--- src/hw/rtl/lre_pkg.sv ---
package lre_pkg;

	// Field and state widths
	localparam int CH_W     = 8;
	localparam int RUN_W    = 16;
	localparam int THR_W    = 5;
	localparam int DIGITS   = 5;
	localparam int DIG_IDX_W = $clog2(DIGITS + 1);

	// Defaults for top-level parameters
	localparam int MAX_RUN_DEF   = 65535;
	localparam int CMD_DEPTH_DEF = 4;

	// Threshold register reset and clamp bounds
	localparam logic [THR_W-1:0] THR_RESET = 5'd3;
	localparam logic [THR_W-1:0] THR_MIN   = 5'd2;
	localparam logic [THR_W-1:0] THR_MAX   = 5'd12;

	// ASCII codes
	localparam logic [CH_W-1:0] ASCII_ZERO = 8'h30;
	localparam logic [CH_W-1:0] ASCII_UA   = 8'h41;
	localparam logic [CH_W-1:0] ASCII_UZ   = 8'h5A;
	localparam logic [CH_W-1:0] ASCII_LA   = 8'h61;
	localparam logic [CH_W-1:0] ASCII_LZ   = 8'h7A;

	// Reciprocal of ten: floor(v / 10) == (v * RECIP10) >> RECIP_SH for 16-bit v
	localparam logic [RUN_W-1:0] RECIP10  = 16'd52429;
	localparam int               RECIP_SH = 19;

	// Flush command from front to back
	typedef struct packed {
		logic [CH_W-1:0]  letter;
		logic [RUN_W-1:0] len;
		logic             done;   // last command of the stream
		logic             bare;   // end marker with no bytes
	} cmd_t;

	function automatic logic is_letter(input logic [CH_W-1:0] c);
		is_letter = ((c >= ASCII_UA) && (c <= ASCII_UZ)) ||
			((c >= ASCII_LA) && (c <= ASCII_LZ));
	endfunction

endpackage

--- src/hw/rtl/letter_run_length_encoder_core.sv ---
// Run-length encoder for the letters A-Z and a-z of a byte stream. Bytes go in
// through push/full; encoded bytes come out through empty/pop, one byte per
// transfer, with stream_done on the last byte of each stream (a stream with no
// letters ends with one item that has byte_valid low). A run shorter than the
// threshold register comes out as repeated letters, any other as its decimal
// length followed by the letter. The front takes one byte per cycle while the
// command FIFO has room, stalls for a second command when a letter change falls
// on the end-of-stream byte, and queues flush commands for the back. The back
// sets the rate: one command at a time, a count converted to decimal digits
// (at most five), then one output byte per cycle while popped. The threshold
// is clamped to 2..12 and may only be written while no bytes are in flight.
module letter_run_length_encoder_core #(
	parameter int MAX_RUN   = lre_pkg::MAX_RUN_DEF,
	parameter int CMD_DEPTH = lre_pkg::CMD_DEPTH_DEF
) (
	input  logic                      clk,
	input  logic                      arst_n,
	input  logic                      push,
	output logic                      full,
	input  logic [lre_pkg::CH_W-1:0]  ch,
	input  logic                      end_of_stream,
	output logic                      empty,
	input  logic                      pop,
	output logic [lre_pkg::CH_W-1:0]  out_byte,
	output logic                      byte_valid,
	output logic                      stream_done,
	input  logic                      cfg_we,
	input  logic [lre_pkg::THR_W-1:0] cfg_data
);

	logic [lre_pkg::THR_W-1:0] thr_q;
	logic                      cmd_wr;
	logic                      cmd_full;
	logic                      cmd_rd;
	logic                      cmd_empty;
	lre_pkg::cmd_t             cmd_in;
	lre_pkg::cmd_t             cmd_out;

	// Threshold register
	always_ff @(posedge clk or negedge arst_n) begin
		if (!arst_n) begin
			thr_q <= lre_pkg::THR_RESET;
		end else if (cfg_we) begin
			thr_q <= cfg_data;
		end
	end

	lre_front #(
		.MAX_RUN(MAX_RUN)
	) u_front (
		.clk          (clk),
		.arst_n       (arst_n),
		.push         (push),
		.full         (full),
		.ch           (ch),
		.end_of_stream(end_of_stream),
		.cmd_wr       (cmd_wr),
		.cmd_data     (cmd_in),
		.cmd_full     (cmd_full)
	);

	lre_cmd_fifo #(
		.DEPTH(CMD_DEPTH)
	) u_fifo (
		.clk    (clk),
		.arst_n (arst_n),
		.wr     (cmd_wr),
		.wr_data(cmd_in),
		.full   (cmd_full),
		.rd     (cmd_rd),
		.rd_data(cmd_out),
		.empty  (cmd_empty)
	);

	lre_back u_back (
		.clk        (clk),
		.arst_n     (arst_n),
		.thr        (thr_q),
		.cmd_empty  (cmd_empty),
		.cmd_data   (cmd_out),
		.cmd_rd     (cmd_rd),
		.empty      (empty),
		.pop        (pop),
		.out_byte   (out_byte),
		.byte_valid (byte_valid),
		.stream_done(stream_done)
	);

endmodule

--- src/hw/rtl/lre_cmd_fifo.sv ---
module lre_cmd_fifo #(
	parameter int DEPTH = lre_pkg::CMD_DEPTH_DEF
) (
	input  logic          clk,
	input  logic          arst_n,
	input  logic          wr,
	input  lre_pkg::cmd_t wr_data,
	output logic          full,
	input  logic          rd,
	output lre_pkg::cmd_t rd_data,
	output logic          empty
);

	localparam int PTR_W = (DEPTH > 1) ? $clog2(DEPTH) : 1;
	localparam int CNT_W = $clog2(DEPTH + 1);

	lre_pkg::cmd_t    mem_q [DEPTH];
	logic [PTR_W-1:0] wptr_q;
	logic [PTR_W-1:0] rptr_q;
	logic [CNT_W-1:0] cnt_q;
	logic             do_wr;
	logic             do_rd;

	assign full    = (cnt_q == CNT_W'(DEPTH));
	assign empty   = (cnt_q == '0);
	assign do_wr   = wr && !full;
	assign do_rd   = rd && !empty;
	assign rd_data = mem_q[rptr_q];

	// Storage, no reset needed
	always_ff @(posedge clk) begin
		if (do_wr) begin
			mem_q[wptr_q] <= wr_data;
		end
	end

	// Pointers and fill count
	always_ff @(posedge clk or negedge arst_n) begin
		if (!arst_n) begin
			wptr_q <= '0;
			rptr_q <= '0;
			cnt_q  <= '0;
		end else begin
			if (do_wr) begin
				wptr_q <= (wptr_q == PTR_W'(DEPTH - 1)) ? '0 : wptr_q + 1'b1;
			end
			if (do_rd) begin
				rptr_q <= (rptr_q == PTR_W'(DEPTH - 1)) ? '0 : rptr_q + 1'b1;
			end
			if (do_wr && !do_rd) begin
				cnt_q <= cnt_q + 1'b1;
			end else if (do_rd && !do_wr) begin
				cnt_q <= cnt_q - 1'b1;
			end
		end
	end

endmodule

--- src/hw/rtl/lre_front.sv ---
module lre_front #(
	parameter int MAX_RUN = lre_pkg::MAX_RUN_DEF
) (
	input  logic                     clk,
	input  logic                     arst_n,
	input  logic                     push,
	output logic                     full,
	input  logic [lre_pkg::CH_W-1:0] ch,
	input  logic                     end_of_stream,
	output logic                     cmd_wr,
	output lre_pkg::cmd_t            cmd_data,
	input  logic                     cmd_full
);

	localparam logic [lre_pkg::RUN_W-1:0] MAX_LEN = lre_pkg::RUN_W'(MAX_RUN);

	logic [lre_pkg::CH_W-1:0]  letter_q;
	logic [lre_pkg::RUN_W-1:0] len_q;
	logic                      active_q;
	logic                      pend_v_q;
	lre_pkg::cmd_t             pend_q;

	logic [lre_pkg::CH_W-1:0]  letter_d;
	logic [lre_pkg::RUN_W-1:0] len_d;
	logic [lre_pkg::RUN_W-1:0] len_inc;
	logic                      active_d;
	logic                      pend_v_d;
	lre_pkg::cmd_t             pend_d;
	logic                      accept;
	logic                      is_let;
	logic                      same;

	// A held second command of a step, or a full command FIFO, holds off the next transfer
	assign full    = pend_v_q || cmd_full;
	assign accept  = push && !full;
	assign is_let  = lre_pkg::is_letter(ch);
	assign same    = active_q && (ch == letter_q);
	assign len_inc = len_q + 1'b1;

	// Classify the byte and build flush commands
	always_comb begin
		letter_d = letter_q;
		len_d    = len_q;
		active_d = active_q;
		pend_v_d = pend_v_q;
		pend_d   = pend_q;
		cmd_wr   = 1'b0;
		cmd_data = '{letter: letter_q, len: len_q, done: 1'b0, bare: 1'b0};
		if (pend_v_q) begin
			if (!cmd_full) begin
				cmd_wr   = 1'b1;
				cmd_data = pend_q;
				pend_v_d = 1'b0;
			end
		end else if (accept) begin
			if (is_let && same) begin
				len_d = len_inc;
				if (len_inc >= MAX_LEN) begin
					// Run hits the maximum: flush it now
					cmd_wr   = 1'b1;
					cmd_data = '{letter: letter_q, len: len_inc, done: end_of_stream,
						bare: 1'b0};
					active_d = 1'b0;
					len_d    = '0;
				end else if (end_of_stream) begin
					cmd_wr   = 1'b1;
					cmd_data = '{letter: letter_q, len: len_inc, done: 1'b1, bare: 1'b0};
				end
			end else if (is_let) begin
				letter_d = ch;
				len_d    = lre_pkg::RUN_W'(1);
				active_d = 1'b1;
				if (active_q) begin
					// Letter change flushes the old run
					cmd_wr   = 1'b1;
					cmd_data = '{letter: letter_q, len: len_q, done: 1'b0, bare: 1'b0};
					if (end_of_stream) begin
						pend_v_d = 1'b1;
						pend_d   = '{letter: ch, len: lre_pkg::RUN_W'(1), done: 1'b1,
							bare: 1'b0};
					end
				end else if (end_of_stream) begin
					cmd_wr   = 1'b1;
					cmd_data = '{letter: ch, len: lre_pkg::RUN_W'(1), done: 1'b1, bare: 1'b0};
				end
			end else if (end_of_stream) begin
				// Non-letter end: flush pending run or send a bare marker
				cmd_wr   = 1'b1;
				cmd_data = '{letter: letter_q, len: len_q, done: 1'b1, bare: !active_q};
			end
			if (end_of_stream) begin
				letter_d = '0;
				len_d    = '0;
				active_d = 1'b0;
			end
		end
	end

	// Run state
	always_ff @(posedge clk or negedge arst_n) begin
		if (!arst_n) begin
			letter_q <= '0;
			len_q    <= '0;
			active_q <= 1'b0;
			pend_v_q <= 1'b0;
		end else begin
			letter_q <= letter_d;
			len_q    <= len_d;
			active_q <= active_d;
			pend_v_q <= pend_v_d;
		end
	end

	// Held second command, payload only
	always_ff @(posedge clk) begin
		pend_q <= pend_d;
	end

endmodule

--- src/hw/rtl/lre_back.sv ---
module lre_back (
	input  logic                      clk,
	input  logic                      arst_n,
	input  logic [lre_pkg::THR_W-1:0] thr,
	input  logic                      cmd_empty,
	input  lre_pkg::cmd_t             cmd_data,
	output logic                      cmd_rd,
	output logic                      empty,
	input  logic                      pop,
	output logic [lre_pkg::CH_W-1:0]  out_byte,
	output logic                      byte_valid,
	output logic                      stream_done
);

	localparam logic [2:0] ST_IDLE = 3'd0;
	localparam logic [2:0] ST_BARE = 3'd1;
	localparam logic [2:0] ST_REP  = 3'd2;
	localparam logic [2:0] ST_CONV = 3'd3;
	localparam logic [2:0] ST_DIG  = 3'd4;
	localparam logic [2:0] ST_LET  = 3'd5;

	localparam int PROD_W = 2 * lre_pkg::RUN_W;

	logic [2:0]                    st_q;
	logic [lre_pkg::CH_W-1:0]      let_q;
	logic [lre_pkg::RUN_W-1:0]     cnt_q;
	logic                          done_q;
	logic [3:0]                    dig_q [lre_pkg::DIGITS];
	logic [lre_pkg::DIG_IDX_W-1:0] nd_q;

	logic                          out_v_q;
	logic [lre_pkg::CH_W-1:0]      out_byte_q;
	logic                          out_bv_q;
	logic                          out_done_q;

	logic [lre_pkg::THR_W-1:0]     thr_eff;
	logic                          out_free;
	logic                          out_load;
	logic [PROD_W-1:0]             prod;
	logic [lre_pkg::RUN_W-1:0]     quo;
	logic [lre_pkg::RUN_W-1:0]     quo10;
	logic [3:0]                    rem;
	logic [lre_pkg::DIG_IDX_W-1:0] nd_m1;

	// Threshold clamped to the usable range
	always_comb begin
		if (thr < lre_pkg::THR_MIN) begin
			thr_eff = lre_pkg::THR_MIN;
		end else if (thr > lre_pkg::THR_MAX) begin
			thr_eff = lre_pkg::THR_MAX;
		end else begin
			thr_eff = thr;
		end
	end

	// One decimal digit per cycle, least significant first
	assign prod  = cnt_q * lre_pkg::RECIP10;
	assign quo   = lre_pkg::RUN_W'(prod[PROD_W-1:lre_pkg::RECIP_SH]);
	assign quo10 = (quo << 3) + (quo << 1);
	assign rem   = 4'(cnt_q - quo10);
	assign nd_m1 = nd_q - 1'b1;

	assign out_free    = !out_v_q || pop;
	assign out_load    = out_free && ((st_q == ST_BARE) || (st_q == ST_REP) ||
		(st_q == ST_DIG) || (st_q == ST_LET));
	assign cmd_rd      = (st_q == ST_IDLE) && !cmd_empty;
	assign empty       = !out_v_q;
	assign out_byte    = out_byte_q;
	assign byte_valid  = out_bv_q;
	assign stream_done = out_done_q;

	// Sequencer and output register
	always_ff @(posedge clk or negedge arst_n) begin
		if (!arst_n) begin
			st_q    <= ST_IDLE;
			out_v_q <= 1'b0;
		end else begin
			out_v_q <= out_load || (out_v_q && !pop);
			unique case (st_q)
				ST_IDLE: begin
					if (!cmd_empty) begin
						if (cmd_data.bare) begin
							st_q <= ST_BARE;
						end else if (cmd_data.len < lre_pkg::RUN_W'(thr_eff)) begin
							st_q <= ST_REP;
						end else begin
							st_q <= ST_CONV;
						end
					end
				end
				ST_BARE: begin
					if (out_free) begin
						st_q <= ST_IDLE;
					end
				end
				ST_REP: begin
					if (out_free && (cnt_q == lre_pkg::RUN_W'(1))) begin
						st_q <= ST_IDLE;
					end
				end
				ST_CONV: begin
					if (quo == '0) begin
						st_q <= ST_DIG;
					end
				end
				ST_DIG: begin
					if (out_free && (nd_q == lre_pkg::DIG_IDX_W'(1))) begin
						st_q <= ST_LET;
					end
				end
				ST_LET: begin
					if (out_free) begin
						st_q <= ST_IDLE;
					end
				end
				default: begin
					st_q <= ST_IDLE;
				end
			endcase
		end
	end

	// Datapath registers, no reset needed
	always_ff @(posedge clk) begin
		unique case (st_q)
			ST_IDLE: begin
				let_q  <= cmd_data.letter;
				cnt_q  <= cmd_data.len;
				done_q <= cmd_data.done;
				nd_q   <= '0;
			end
			ST_BARE: begin
				if (out_free) begin
					out_byte_q <= '0;
					out_bv_q   <= 1'b0;
					out_done_q <= 1'b1;
				end
			end
			ST_REP: begin
				if (out_free) begin
					out_byte_q <= let_q;
					out_bv_q   <= 1'b1;
					out_done_q <= done_q && (cnt_q == lre_pkg::RUN_W'(1));
					cnt_q      <= cnt_q - 1'b1;
				end
			end
			ST_CONV: begin
				dig_q[nd_q[lre_pkg::DIG_IDX_W-1:0]] <= rem;
				nd_q  <= nd_q + 1'b1;
				cnt_q <= quo;
			end
			ST_DIG: begin
				if (out_free) begin
					out_byte_q <= lre_pkg::ASCII_ZERO + lre_pkg::CH_W'(dig_q[nd_m1]);
					out_bv_q   <= 1'b1;
					out_done_q <= 1'b0;
					nd_q       <= nd_m1;
				end
			end
			ST_LET: begin
				if (out_free) begin
					out_byte_q <= let_q;
					out_bv_q   <= 1'b1;
					out_done_q <= done_q;
				end
			end
			default: begin
			end
		endcase
	end

endmodule

--- config.mk ---
export PLATFORM = sky130hd
export DESIGN_NAME = letter_run_length_encoder_core
export DESIGN_NICKNAME = d
export VERILOG_FILES = /design/src/hw/rtl/lre_pkg.sv /design/src/hw/rtl/letter_run_length_encoder_core.sv /design/src/hw/rtl/lre_cmd_fifo.sv /design/src/hw/rtl/lre_front.sv /design/src/hw/rtl/lre_back.sv
export SDC_FILE = /design/constraint.sdc
export NUM_CORES = 1
export LEC_CHECK = 0
export ABC_AREA = 1
export CAP_MARGIN = 10
export CELL_PAD_IN_SITES_DETAIL_PLACEMENT = 1
export CELL_PAD_IN_SITES_GLOBAL_PLACEMENT = 1
export CORE_UTILIZATION = 56
export CTS_BUF_LIST = sky130_fd_sc_hd__clkbuf_8
export DETAILED_ROUTE_END_ITERATION = 8
export DONT_BUFFER_PORTS = 1
export MAX_ROUTING_LAYER = met4
export PLACE_DENSITY_LB_ADDON = 0.1
export SLEW_MARGIN = 20
export SYNTH_ARGS = -nofsm -noshare
export SYNTH_HDL_FRONTEND = slang
export SYNTH_SLANG_ARGS = --single-unit
--- constraint.sdc ---
create_clock -name clk -period 16.8 [get_ports clk]
set_clock_uncertainty 0.05 [all_clocks]
set_input_delay 5.04 -clock clk [delete_from_list [all_inputs] [get_ports clk]]
set_output_delay 5.04 -clock clk [all_outputs]
set_load 0.01 [all_outputs]
==> impl.org <==
** Timing
- Final Max Slew Viols :: 0
- Transition time of the tightest slew-check pin :: 1.06 ns
- For the final routed database, the setup TNS stands at 0 ns.
- Crit share post-route :: 44.8%
- The final hold violation count came to 0.
- Counting I/O delays and the setup requirement, the final critical path takes 7.53 ns.
- Measured against its own limit, the worst slew margin works out to 29.5%.
- Final setup violation count :: 0
- Unrepaired setup endpoints after global routing :: false
- Static timing analysis puts the maximum clock frequency at 133 MHz.

** Min path
- Number of cells traversed by the worst hold path :: 2
- The tightest min-delay check is of the flop to flop type.

** Synth
- A synthesized cell averages 8.67 µm².
- Multiplexer fraction of the synthesized cell area :: 0.138%
- Synthesized-area fraction occupied by adder cells :: 22.7%
- After synthesis, the share of flip-flops with an asynchronous set or reset is 19.8%.
- Of the total synthesized cell area, the portion taken by AND, OR, NAND and NOR gates is 19.2%.
- Count of different cell masters after synthesis :: 53
- In this run, synthesis produced a sequential element count of 212.
- Yosys warnings :: 0
- Post-Syn Instances :: 1882
- Synth top area cells :: sky130_fd_sc_hd__edfxtp_1, sky130_fd_sc_hd__ha_1, sky130_fd_sc_hd__fa_1, sky130_fd_sc_hd__nand2_1, sky130_fd_sc_hd__inv_1
- Summed instance area of the synthesized netlist :: 16300 µm²
- Yosys top cell area share :: 31.3%
- Number of enable flip-flop cells after synthesis :: 170
- After synthesis, the largest family of logic cells by area is adder cells.
- Summed over all instances, the cell type with the most area after synthesis is sky130_fd_sc_hd__edfxtp_1.
- After Yosys synthesis, XOR and XNOR cells account for 1.75% of the synthesized area.
- Post-Syn Nets :: 2149
- Fraction of the mapped netlist area in compound gates :: 9.09%
- Sequential elements use 37.7% of the synthesized area.
- Among all flip-flop cells after synthesis, the most frequent one is sky130_fd_sc_hd__edfxtp_1.

** Clocking
- Number of buffers inserted by post-CTS setup repair :: 0
- The clock passes through at most 3 buffers.
- Root buffer cell :: sky130_fd_sc_hd__clkbuf_8
- Post_cts resized :: 0
- Clock tree synthesis inserted a total of 37 buffers.
- After clock tree synthesis, the clock-pin slew on the worst setup and hold paths is 0.06 ns.
- After clock tree synthesis, the flow added hold-fix buffers numbering 0.
- For the worst-skew pair, the clock arrives at the later sink with an insertion delay of 0.55 ns.
- H-tree level count :: 2
- Sink Count :: 212
- TritonCTS built the clock tree.

** Final layout
- Final std cell area, no fill :: 17400 µm²
- Layout cell share with drive strength beyond 1 :: 5.47%
- Commonest non-fill, non-tap cells in the layout :: sky130_fd_sc_hd__nand2_1, sky130_fd_sc_hd__inv_1, sky130_fd_sc_hd__edfxtp_1
- Final-layout fill cell count :: 3462
- Relative to the synthesized area, the layout overhead comes to 6.70%.
- Area occupied by multi-input gates :: 8650 µm²
- Across the whole layout, storage elements account for 6160 µm².
- The library cell used most frequently in the layout, excluding fill and tap cells, is sky130_fd_sc_hd__nand2_1.
- Once layout is complete, the utilization of the core stands at 60.7%.
- Post-layout net count :: 2156
- Antenna diodes :: 0

** GRT
- The first global-routing pass estimated 76100 µm of wire.
- Number of global-route vias before repair :: 14196
- Global routing usage on met3 :: 3.67%
- For met2 alone, demand over resource in global routing was 60.1%.
- After global routing the overflow that remains totals 0.
- In this run the most used layer during global routing was met2.
- GR Util All Layers :: 33.7%
- Antenna violations before repair :: 0
- Met1 Use GR :: 38.9%
- Pin count of the biggest net entering global routing :: 56

** Critical path
- The kind of cell with the highest combined delay along the critical path is simple AND/OR/NAND/NOR gates.
- The critical path goes through xnor2_1 -> nand4_1 -> nor3_1 -> nand2_1 -> nor2_1 -> nand2_1 -> nand2_1 -> nand2_2 -> ha_1 -> inv_1 -> fa_1 -> mux2_2.
- At the worst endpoint, the arrival time is 7.90 ns.
- The worst setup path is launched from an input port.
- Among all stages on the critical path, the largest delay is contributed by sky130_fd_sc_hd__fa_1.
- Highest fanout seen on the critical path :: 11
- The number of cells on the worst reg-to-reg path is 19.
- Depth of the critical timing path with buffers and inverters included :: 12
- For the worst setup path, the data required time is 17.17 ns.
- Worst Setup End Kind :: flop
- The worst setup path is of the input port to flop kind.
- Critical path buffers and inverters :: 1
- Most frequent cell on the critical path :: sky130_fd_sc_hd__nand2_1
- The largest single stage delay on the critical path is 0.42 ns.

** Placed design
- Placer congestion estimate :: 0.963
- In this run the tool buffered the top-level ports with 0 buffer cells.
- Placed cell areas :: 16700 µm²
- After legalization and detailed placement, the total HPWL measured 37800 µm.

** Floorplanning
- Initial core utilization :: 56.9%
- Top-level port count :: 31
- Rows :: 62
- The floorplan step defined a core boundary enclosing 28700 µm².
- Die ar. :: 29800 µm²
- From bottom edge to top edge, the die measures 173 µm.
- Measured along the x axis, the die boundary spans 173 µm.

** Route
- After detailed routing, the total wire length is 47900 µm.
- Residual antenna-violating net count after detailed routing :: 0
- Wire length per cell :: 20.8 µm
- 1st-pass router iterations :: 5
- After detailed routing, the number of vias per cell comes to 5.70.
- Residual DRC count :: 0
- Drt initial violations :: 851
- Vias post-DR :: 13128

** Job
- Max-cap violations :: 0

** Status
- Run status :: complete, no violations
## cells by family after synthesis
| kind of cell | after synthesis |
|---|---|
| adders and majority gates | 248 |
| other | 1 |
| xor gates and xnor gates | 30 |
| buffers and inverters | 399 |
| AOI/OAI and AO/OA | 262 |
| and+or+nand+nor | 728 |
| muxes | 2 |
| DFF | 212 |
## metrics by stage
step / setup WS (ns) / hold WS, ns / std cells
final: 9.27 / 0.484 / 2302
after global routing: 9.03 / 0.503 / 2302
after CTS: 9.32 / 0.493 / 2302
after detailed placement: 8.73 / 0.469 / 2234
after global placement: 8.95 / 0.460 / 2234
after floorplan: 8.35 / 0.431 / 1882
## layout make-up
type / instances / share of cell area [%]
repair buffers: 7 / 0.302
multi-input cells: 1271 / 49.7
flip-flops and latches: 212 / 35.4
clock inverters: 29 / 1.05
well taps: 384 / 2.76
inverters: 360 / 7.76
clock buffers: 39 / 3.08
## worst register-to-register path, stage by stage (launching register included)
cell and delay [ns]:
sky130_fd_sc_hd__edfxtp_1 0.56, sky130_fd_sc_hd__inv_1 0.19, sky130_fd_sc_hd__ha_1 0.43, sky130_fd_sc_hd__inv_1 0.11
sky130_fd_sc_hd__fa_1 0.55, sky130_fd_sc_hd__fa_1 0.54, sky130_fd_sc_hd__fa_1 0.54, sky130_fd_sc_hd__fa_1 0.55
sky130_fd_sc_hd__inv_1 0.05, sky130_fd_sc_hd__fa_1 0.48, sky130_fd_sc_hd__ha_1 0.39, sky130_fd_sc_hd__nand2_1 0.16
sky130_fd_sc_hd__nor3_1 0.31, sky130_fd_sc_hd__nand2_1 0.12, sky130_fd_sc_hd__nand3_1 0.12, sky130_fd_sc_hd__nand2_1 0.18
sky130_fd_sc_hd__ha_1 0.37, sky130_fd_sc_hd__nand3_1 0.11, sky130_fd_sc_hd__xor2_1 0.22, sky130_fd_sc_hd__xor2_1 0.42
## registers in the layout, indices dropped and copies added (netlist names)
register / count
u_front.active_q: 1
thr_q: 5
u_fifo.wptr_q: 2
u_fifo.cnt_q: 3
u_back.dig_q: 20
u_fifo.rptr_q: 2
u_back.byte_valid: 1
u_front.len_q: 16
u_back.done_q: 1
u_back.cnt_q: 16
u_back.out_v_q: 1
u_back.stream_done: 1
u_back.nd_q: 3
u_front.pend_q: 8
u_back.st_q: 3
u_back.out_byte: 8
u_fifo.mem_q: 104
u_front.letter_q: 8
u_back.let_q: 8
u_front.pend_v_q: 1
## synth_stat cells, types with 2 or more instances
cell type	instances
sky130_fd_sc_hd__buf_1	2
sky130_fd_sc_hd__xor2_1	15
sky130_fd_sc_hd__fa_1	81
sky130_fd_sc_hd__xor2_2	3
sky130_fd_sc_hd__nand3_1	92
sky130_fd_sc_hd__nor3_1	18
sky130_fd_sc_hd__nand2_2	6
sky130_fd_sc_hd__edfxtp_1	170
sky130_fd_sc_hd__mux2_2	2
sky130_fd_sc_hd__inv_1	350
sky130_fd_sc_hd__o21ai_1	14
sky130_fd_sc_hd__a31oi_1	4
sky130_fd_sc_hd__nor2_4	5
sky130_fd_sc_hd__nand3b_1	5
sky130_fd_sc_hd__o21bai_1	3
sky130_fd_sc_hd__clkinv_1	4
sky130_fd_sc_hd__o22ai_1	20
sky130_fd_sc_hd__dfstp_2	2
sky130_fd_sc_hd__nor2_2	4
sky130_fd_sc_hd__ha_1	167
sky130_fd_sc_hd__dfrtp_1	40
sky130_fd_sc_hd__a211oi_1	2
sky130_fd_sc_hd__a21oi_1	44
sky130_fd_sc_hd__o22a_1	6
sky130_fd_sc_hd__a21boi_0	5
sky130_fd_sc_hd__o21ai_0	134
sky130_fd_sc_hd__nand2_4	2
sky130_fd_sc_hd__nand2_1	420
sky130_fd_sc_hd__nand4_1	22
sky130_fd_sc_hd__nor4_1	2
sky130_fd_sc_hd__clkbuf_1	29
sky130_fd_sc_hd__a22oi_1	2
sky130_fd_sc_hd__nor2_1	137
sky130_fd_sc_hd__inv_2	6
sky130_fd_sc_hd__xnor2_1	12
sky130_fd_sc_hd__o221ai_1	8
sky130_fd_sc_hd__buf_2	6
sky130_fd_sc_hd__o211ai_1	12
sky130_fd_sc_hd__o32ai_1	2
sky130_fd_sc_hd__a32o_1	2
sky130_fd_sc_hd__nand3_2	10
## worst paths after layout
| path | from | to | slack [ns] |
|---|---|---|---|
| max in group asynchronous | arst_n | thr_q[1]$_DFFE_PN1P_ | 12.39 |
| worst min-delay path | u_back.let_q[3]$_DFFE_PP_ | u_back.out_byte[3]$_DFFE_PP_ | 0.48 |
| min in group asynchronous | arst_n | u_fifo.rptr_q[0]$_DFFE_PN0P_ | 4.13 |
| worst min register to register | u_back.let_q[3]$_DFFE_PP_ | u_back.out_byte[3]$_DFFE_PP_ | 0.48 |
| worst max-delay path | ch[3] | u_fifo.cnt_q[1]$_DFFE_PN0P_ | 9.27 |
| worst max register to register | u_back.cnt_q[4]$_DFFE_PP_ | u_back.dig_q[2][3]$_DFFE_PP_ | 10.09 |
## per-layer routing
metal  part of all wire (%)  vias to the layer above  wire length, µm
met5                      0                        -                0
met4                    3.5                        0             1660
met3                    3.8                      100             1820
met2                     52                      332            25000
met1                     41                     6542            19400
li1                       -                     6154                -
Power is left out: the tool's default activity adds up to more than one toggle a clock period on the data nets, which glitch-free logic cannot reach.
